File: config.mk
export PLATFORM = sky130hd
export DESIGN_NAME = tcsw_ctrl
export DESIGN_NICKNAME = d
export VERILOG_FILES = /design/src/rtl/tcsw_pkg.sv /design/src/rtl/tcsw_ctrl.sv
export SDC_FILE = /design/constraint.sdc
export NUM_CORES = 1
export LEC_CHECK = 0
export BUFFER_PORTS_ARGS = -buffer_cell sky130_fd_sc_hd__buf_4
export CELL_PAD_IN_SITES_DETAIL_PLACEMENT = 0
export CELL_PAD_IN_SITES_GLOBAL_PLACEMENT = 2
export CORE_ASPECT_RATIO = 0.6
export CORE_MARGIN = 5
export CORE_UTILIZATION = 25
export DETAILED_ROUTE_END_ITERATION = 10
export PLACE_DENSITY_LB_ADDON = 0.1
export SLEW_MARGIN = 20
export SYNTH_ARGS = -nofsm -noshare
export SYNTH_HDL_FRONTEND = slang
export SYNTH_SLANG_ARGS = --single-unit
File: constraint.sdc
create_clock -name clock -period 1.8 [get_ports clock]
set_input_delay 0.18 -clock clock [delete_from_list [all_inputs] [get_ports clock]]
set_output_delay 0.18 -clock clock [all_outputs]
set_load 0.02 [all_outputs]
File: src/rtl/tcsw_pkg.sv
// ----------------------------------------------------------------------------
// tcsw_pkg
// shared types and codes of the scrollback writer: command codes, character
// codes, register indexes and the controller/datapath command and status bundles
// ----------------------------------------------------------------------------
package tcsw_pkg;

   // request kinds carried in req_tuser
   localparam logic [1:0] CMD_PUT    = 2'd0;
   localparam logic [1:0] CMD_SCROLL = 2'd1;
   localparam logic [1:0] CMD_READ   = 2'd2;

   localparam logic [7:0] CHAR_CR = 8'd13;
   localparam logic [7:0] CHAR_LF = 8'd10;

   // configuration register indexes
   localparam logic CSR_COLUMN_COUNT = 1'b0;
   localparam logic CSR_VISIBLE_ROWS = 1'b1;

   localparam logic [7:0] COLUMN_COUNT_RESET = 8'd128;
   localparam logic [7:0] VISIBLE_ROWS_RESET = 8'd48;

   // memory write source
   localparam logic [1:0] MEM_NONE  = 2'd0;
   localparam logic [1:0] MEM_SWEEP = 2'd1;
   localparam logic [1:0] MEM_CHAR  = 2'd2;
   localparam logic [1:0] MEM_LCLR  = 2'd3;

   // cursor column update
   localparam logic [1:0] COL_HOLD = 2'd0;
   localparam logic [1:0] COL_ZERO = 2'd1;
   localparam logic [1:0] COL_INC  = 2'd2;

   // position accumulator update
   localparam logic [2:0] ACC_HOLD   = 3'd0;
   localparam logic [2:0] ACC_SCROLL = 3'd1;
   localparam logic [2:0] ACC_BASE   = 3'd2;
   localparam logic [2:0] ACC_ADD    = 3'd3;
   localparam logic [2:0] ACC_SUB    = 3'd4;

   // view top update
   localparam logic [1:0] TOP_HOLD = 2'd0;
   localparam logic [1:0] TOP_ZERO = 2'd1;
   localparam logic [1:0] TOP_ACC  = 2'd2;
   localparam logic [1:0] TOP_FIX  = 2'd3;

   typedef struct packed {
      logic       load_req;
      logic [1:0] mem_op;
      logic [1:0] col_op;
      logic       line_adv;
      logic       cnt_clr;
      logic       cnt_inc;
      logic [2:0] acc_op;
      logic [1:0] top_op;
      logic       cell_cap;
      logic       rsp_load;
   } tcsw_cmd_type;

   typedef struct packed {
      logic [1:0] cmd;
      logic       is_cr;
      logic       is_lf;
      logic       col_wrap;
      logic       sweep_last;
      logic       line_last;
      logic       acc_neg;
      logic       acc_ge;
      logic       full;
      logic       rsp_free;
   } tcsw_sts_type;

endpackage

File: src/rtl/tcsw_ctrl.sv
// ----------------------------------------------------------------------------
// tcsw_ctrl
// sequencer of the scrollback writer: reset sweep, command dispatch, line
// clearing, ring modulo steps and result hand-off
// ----------------------------------------------------------------------------
module tcsw_ctrl (
   input  logic                   clock,
   input  logic                   reset,
   input  logic                   req_tvalid,
   output logic                   req_tready,
   input  tcsw_pkg::tcsw_sts_type sts,
   output tcsw_pkg::tcsw_cmd_type cmd
);

   localparam logic [3:0] ST_CLR  = 4'd0;
   localparam logic [3:0] ST_IDLE = 4'd1;
   localparam logic [3:0] ST_EXEC = 4'd2;
   localparam logic [3:0] ST_RDW  = 4'd3;
   localparam logic [3:0] ST_NL   = 4'd4;
   localparam logic [3:0] ST_LCLR = 4'd5;
   localparam logic [3:0] ST_NLM  = 4'd6;
   localparam logic [3:0] ST_SCRM = 4'd7;
   localparam logic [3:0] ST_SCRB = 4'd8;
   localparam logic [3:0] ST_DONE = 4'd9;

   logic [3:0] state_ff;
   logic [3:0] state_in;

   always_ff @(posedge clock) begin
      if (reset) begin
         state_ff <= ST_CLR;
      end else begin
         state_ff <= state_in;
      end
   end

   assign req_tready = (state_ff == ST_IDLE);

   always_comb begin
      state_in     = state_ff;
      cmd          = '0;
      cmd.mem_op   = tcsw_pkg::MEM_NONE;
      cmd.col_op   = tcsw_pkg::COL_HOLD;
      cmd.acc_op   = tcsw_pkg::ACC_HOLD;
      cmd.top_op   = tcsw_pkg::TOP_HOLD;
      case (state_ff)
         ST_CLR: begin
            cmd.mem_op  = tcsw_pkg::MEM_SWEEP;
            cmd.cnt_inc = 1'b1;
            if (sts.sweep_last) begin
               cmd.cnt_clr = 1'b1;
               state_in    = ST_IDLE;
            end
         end
         ST_IDLE: begin
            if (req_tvalid) begin
               cmd.load_req = 1'b1;
               state_in     = ST_EXEC;
            end
         end
         ST_EXEC: begin
            case (sts.cmd)
               tcsw_pkg::CMD_PUT: begin
                  if (sts.is_cr) begin
                     cmd.col_op = tcsw_pkg::COL_ZERO;
                     state_in   = ST_DONE;
                  end else if (sts.is_lf) begin
                     state_in = ST_NL;
                  end else begin
                     cmd.mem_op = tcsw_pkg::MEM_CHAR;
                     cmd.col_op = tcsw_pkg::COL_INC;
                     state_in   = sts.col_wrap ? ST_NL : ST_DONE;
                  end
               end
               tcsw_pkg::CMD_SCROLL: begin
                  cmd.acc_op = tcsw_pkg::ACC_SCROLL;
                  state_in   = ST_SCRM;
               end
               tcsw_pkg::CMD_READ: begin
                  state_in = ST_RDW;
               end
               default: begin
                  state_in = ST_DONE;
               end
            endcase
         end
         ST_RDW: begin
            cmd.cell_cap = 1'b1;
            state_in     = ST_DONE;
         end
         ST_NL: begin
            cmd.col_op   = tcsw_pkg::COL_ZERO;
            cmd.line_adv = 1'b1;
            cmd.cnt_clr  = 1'b1;
            state_in     = ST_LCLR;
         end
         ST_LCLR: begin
            cmd.mem_op  = tcsw_pkg::MEM_LCLR;
            cmd.cnt_inc = 1'b1;
            if (sts.line_last) begin
               cmd.cnt_clr = 1'b1;
               cmd.acc_op  = tcsw_pkg::ACC_BASE;
               state_in    = ST_NLM;
            end
         end
         ST_NLM: begin
            if (sts.acc_neg && !sts.full) begin
               cmd.top_op = tcsw_pkg::TOP_ZERO;
               state_in   = ST_DONE;
            end else if (sts.acc_neg) begin
               cmd.acc_op = tcsw_pkg::ACC_ADD;
            end else if (sts.acc_ge) begin
               cmd.acc_op = tcsw_pkg::ACC_SUB;
            end else begin
               cmd.top_op = tcsw_pkg::TOP_ACC;
               state_in   = ST_DONE;
            end
         end
         ST_SCRM: begin
            if (sts.acc_neg && !sts.full) begin
               cmd.top_op = tcsw_pkg::TOP_ZERO;
               cmd.acc_op = tcsw_pkg::ACC_BASE;
               state_in   = ST_SCRB;
            end else if (sts.acc_neg) begin
               cmd.acc_op = tcsw_pkg::ACC_ADD;
            end else if (sts.acc_ge) begin
               cmd.acc_op = tcsw_pkg::ACC_SUB;
            end else begin
               cmd.top_op = tcsw_pkg::TOP_ACC;
               cmd.acc_op = tcsw_pkg::ACC_BASE;
               state_in   = ST_SCRB;
            end
         end
         ST_SCRB: begin
            if (sts.acc_neg) begin
               cmd.acc_op = tcsw_pkg::ACC_ADD;
            end else if (sts.acc_ge) begin
               cmd.acc_op = tcsw_pkg::ACC_SUB;
            end else begin
               cmd.top_op = tcsw_pkg::TOP_FIX;
               state_in   = ST_DONE;
            end
         end
         ST_DONE: begin
            if (sts.rsp_free) begin
               cmd.rsp_load = 1'b1;
               state_in     = ST_IDLE;
            end
         end
         default: begin
            state_in = ST_CLR;
         end
      endcase
   end

endmodule

After elaboration in Yosys (flattened, before gate mapping)
Cells that the tools add are included.
{"block": "totals", "reg_bits": 4, "out_inout_bits": 16}
{"block": "op_classes", "eq_ne": 17, "muxes": 46, "n_reduce_logical": 6}
{"cell": "$mux 4", "count": 15}
{"cell": "$pmux 4 s10", "count": 1}
{"cell": "$eq 4x3->1 const B", "count": 4}
{"cell": "$mux 2", "count": 8}
{"cell": "$mux 3", "count": 5}
{"cell": "$pmux 3 s5", "count": 1}
{"cell": "$pmux 2 s3", "count": 2}
{"cell": "$pmux 4 s3", "count": 1}
{"cell": "$mux 1", "count": 10}
{"cell": "$eq 4x2->1 const B", "count": 2}
{"cell": "$eq 4x4->1 const B", "count": 2}
{"cell": "$ne 2x2->1 const B", "count": 4}
{"cell": "$ne 3x3->1 const B", "count": 2}
{"cell": "$reduce_and 6->1", "count": 1}
{"cell": "$mux 5", "count": 1}
{"cell": "$eq 4x1->1 const B", "count": 1}
{"cell": "$logic_not 4->1", "count": 1}
{"cell": "$pmux 2 s2", "count": 1}
{"cell": "$pmux 1 s3", "count": 1}
{"cell": "$eq 2x1->1 const B", "count": 1}
{"cell": "$eq 2x2->1 const B", "count": 1}
{"cell": "$logic_not 2->1", "count": 1}
{"cell": "$reduce_or 2->1", "count": 1}
{"cell": "$logic_and 1x1->1", "count": 1}
{"cell": "$logic_not 1->1", "count": 1}

Logic depth before layout (Yosys ltp)
{"block": "depth", "depth_word": 5, "mapped_depth": 6}

Least setup slack after synthesis
No wires, ideal clock.
{"block": "synth_timing", "kind": "register -> output", "start": "register state_ff[1]", "end": "output port cmd[5] (netlist bit)", "arrival_time_ns": 1.594, "setup_slack_ns": 0.026, "stages_incl_launch_ff": 5, "path_buffers": 2, "path_cell_list": "dfxtp_1 -> buf_2 -> buf_1 -> o21ai_0 -> o41ai_1"}
{"element": "start, declared", "line": "tcsw_ctrl.sv:26", "source": "logic [3:0] state_ff;"}
{"element": "start signal, assigned", "line": "tcsw_ctrl.sv:33", "source": "state_ff <= state_in;"}
{"element": "end, declared", "line": "tcsw_ctrl.sv:12", "source": "output tcsw_pkg::tcsw_cmd_type cmd"}

==> results.cfg <==
[clock_network]
post-cts-setup-buffers = 0
clock_latency_ns = 0.21
path_clk_slew_ns = 0.03
clock_tree.root_cell = sky130_fd_sc_hd__clkbuf_8
numCtsBuffers = 3
tritoncts_num_sinks = 4
clock_tree.htree_level_count = 1
tritoncts = yes
clk_path_buf_depth = 2

[floorplanning]
floorplan.initialDensity = 0.2671
fp.dieH_um = 53.32
core_um2 = 2928
io-pin-count = 30
die-width_um = 82.21
std_cell_rows = 15
fp.dieArea_um2 = 4383

[synth]
synth.area.top_cells = sky130_fd_sc_hd__dfxtp_1, sky130_fd_sc_hd__ha_1, sky130_fd_sc_hd__nor2b_1, sky130_fd_sc_hd__nor2_1, sky130_fd_sc_hd__nor3_1
post_synth.cell_area_avg_um2 = 7.241
synth.top_cell.area_share = 0.1024
synth-edff-count = 0
post_synth_inst_count = 108
yosys_warnings = 0
mappedNetlistNets = 125
yosysTopAreaCell = sky130_fd_sc_hd__dfxtp_1
syn_area_um2 = 782.0
ys_types = 51
postSynth.topFlopCell = sky130_fd_sc_hd__dfxtp_1
seq_area_frac_synth = 0.1024
synthArstFlopShare = 0
synth_register_bits = 4

[cells_and_area]
most_common_cell_after_layout_fill_and_taps_aside = sky130_fd_sc_hd__buf_4
registers.top_by_ff_count = state_ff
layout.core_utilization = 0.4013
syn2layout_area_growth_pct = 50.24
number_of_flip_flops_in_the_largest_register = 4
most-common-layout-cells = sky130_fd_sc_hd__buf_4, sky130_fd_sc_hd__nor2_1, sky130_fd_sc_hd__inv_1, sky130_fd_sc_hd__nor2b_1
layout.nets = 159
layout-drive-gt1-share = 0.4071
reg_top3 = state_ff x4
diodes = 0

[timing]
hold_violations = 0
period_share = 0.9606
max_clock_freq_ghz = 0.5784
slew_of_the_pin_with_the_lowest_slew_margin_ns = 0.4942
timing_max_transition_violations_final = 0
fin_worst_skew_ns = 0.001033
setup_viol = 0
setup_ws_ns = 0.07099
hold_ws_ns = 0.1629
post-route-min-period_ns = 1.729
setup_repair_after_global_routing_missed_its_margin = true
maxSlewHeadroom = 0.6620

[grt]
grt_first_pass_wirelength_um = 4616
globalRouteTotalUtil = 0.1382
via_count_of_the_first_global_routing_pass = 915
maximum_number_of_pins_on_one_net_before_global_route_repair = 18
antenna_found_initial = 0
global_route.overflow_total = 0

[run]
max_cap_viol_count = 0

[setup_path]
startpoint_type = flop
required_time_reported_for_the_critical_path_endpoint_ns = 1.62
cp_max_fo = 15
crit_type = reg -> out
type_of_destination_of_the_critical_path = primary output
data_arrival_time_at_the_worst_slack_endpoint_ns = 1.55

[drt]
drt_drc_violations_left = 0
detailedRoute.firstPassIterationCount = 4
dr.first_iter.drc_count = 48
route.detailed.vias_per_inst = 5.082
avgRoutedWirePerCell_um = 14.87
finalWirelength_um = 2707
detailed_route_via_count = 925
ant_nets = 0

[placed_design]
detailedPlace.worstSlack_ns = 0.07445
place_hpwl_um = 2162
globalplace.congestion = 0.7691
buffer_ports.inserted = 29

[power_and_ir_drop]
switching_share = 0.4622
totalPowerFinal_mw = 1.163
power_leakage_nw = 0.4793
power.switching_uw = 537.8
powerDensity_nw_per_um2 = 990.2
worst_ir_drop_vdd_uv = 398.7
internal-power_uw = 625.6
clkPwrFrac = 0.157
power.share.combinational = 0.705
seq_power_share = 0.138

[status]
status = finished clean

[hold_path]
timing.hold.worst.class = in -> reg
[power groups by stage]
stage	sequential, mW	combinational (mW)	clock, mW
after floorplan	0.120	0.504	0
after global placement	0.146	0.786	0
after detailed placement	0.149	0.784	0
after CTS	0.151	0.796	0.190
after global routing	0.166	0.888	0.199
final	0.160	0.820	0.183
[stage by stage]
step | area (um2) | TNS (ns) | std cells
after global placement | 1086 | 0 | 179
final | 1175 | 0 | 182
after detailed placement | 1086 | 0 | 179
after global routing | 1175 | -0.004904 | 182
after floorplan | 782.0 | 0 | 108
after CTS | 1134 | 0 | 182
[layout make-up]
type / count / area (um2)
Tap cell: 42 / 52.55
Multi-Input combinational cell: 89 / 674.4
Fill cell: 324 / 1753
Sequential cell: 4 / 86.33
Timing Repair Buffer: 38 / 297.8
Clock buffer: 3 / 41.29
Inverter: 6 / 22.52
[path summary, 6_finish.rpt]
kind,from,to,slack (ns),depth (start not counted)
worst max-delay path,state_ff[3]$_SDFFE_PP0P_,cmd[4],0.07,4
worst max register to register,state_ff[3]$_SDFFE_PP0P_,state_ff[0]$_SDFFE_PP0P_,0.17,5
worst min-delay path,reset,state_ff[3]$_SDFFE_PP0P_,0.16,2
worst min register to register,state_ff[3]$_SDFFE_PP0P_,state_ff[2]$_SDFFE_PP0P_,0.54,1
[critical path: stages, from the launching register on]
cell and delay (ns):
sky130_fd_sc_hd__dfxtp_2 0.36, sky130_fd_sc_hd__buf_4 0.20, sky130_fd_sc_hd__nand2b_1 0.24, sky130_fd_sc_hd__o311ai_1 0.33, sky130_fd_sc_hd__buf_4 0.20
[logic make-up after synthesis]
family / after synthesis / synth area share
mux: 2 / 0.04320
buf+inv: 15 / 0.08799
compound gates: 30 / 0.2960
flops: 4 / 0.1024
xor+xnor: 1 / 0.01120
fa+ha+maj: 3 / 0.04801
simple gates: 53 / 0.4112
[routing by layer]
layer	routed length, um	vias to the layer above	global-route usage
met5	0	-	0
met4	0	0	0.03315
met3	130	0	0.02211
met2	1135	22	0.1822
met1	1441	426	0.2207
li1	-	477	-
[Yosys cell counts (all sizes together), types with 2 or more instances]
cell type  count
a2111oi        2
nand3b         3
o31a           2
o21bai         2
a31oi          2
a21oi          4
clkbuf         3
or3            3
inv            6
nor2          10
o21ai          5
nor2b          6
a211oi         2
nor3           6
or2            2
nor3b          2
ha             3
dfxtp          4
nand2b         3
buf            6
o32ai          2
nand2          4
nor4           4
[repair_timing]
item	CTS	global route
setup endpoints to repair	5	4
hold buffers	0	0
hold endpoints to repair	0	0
gates resized for setup	5	7
No activity file was read; power rests on OpenSTA's default activity.
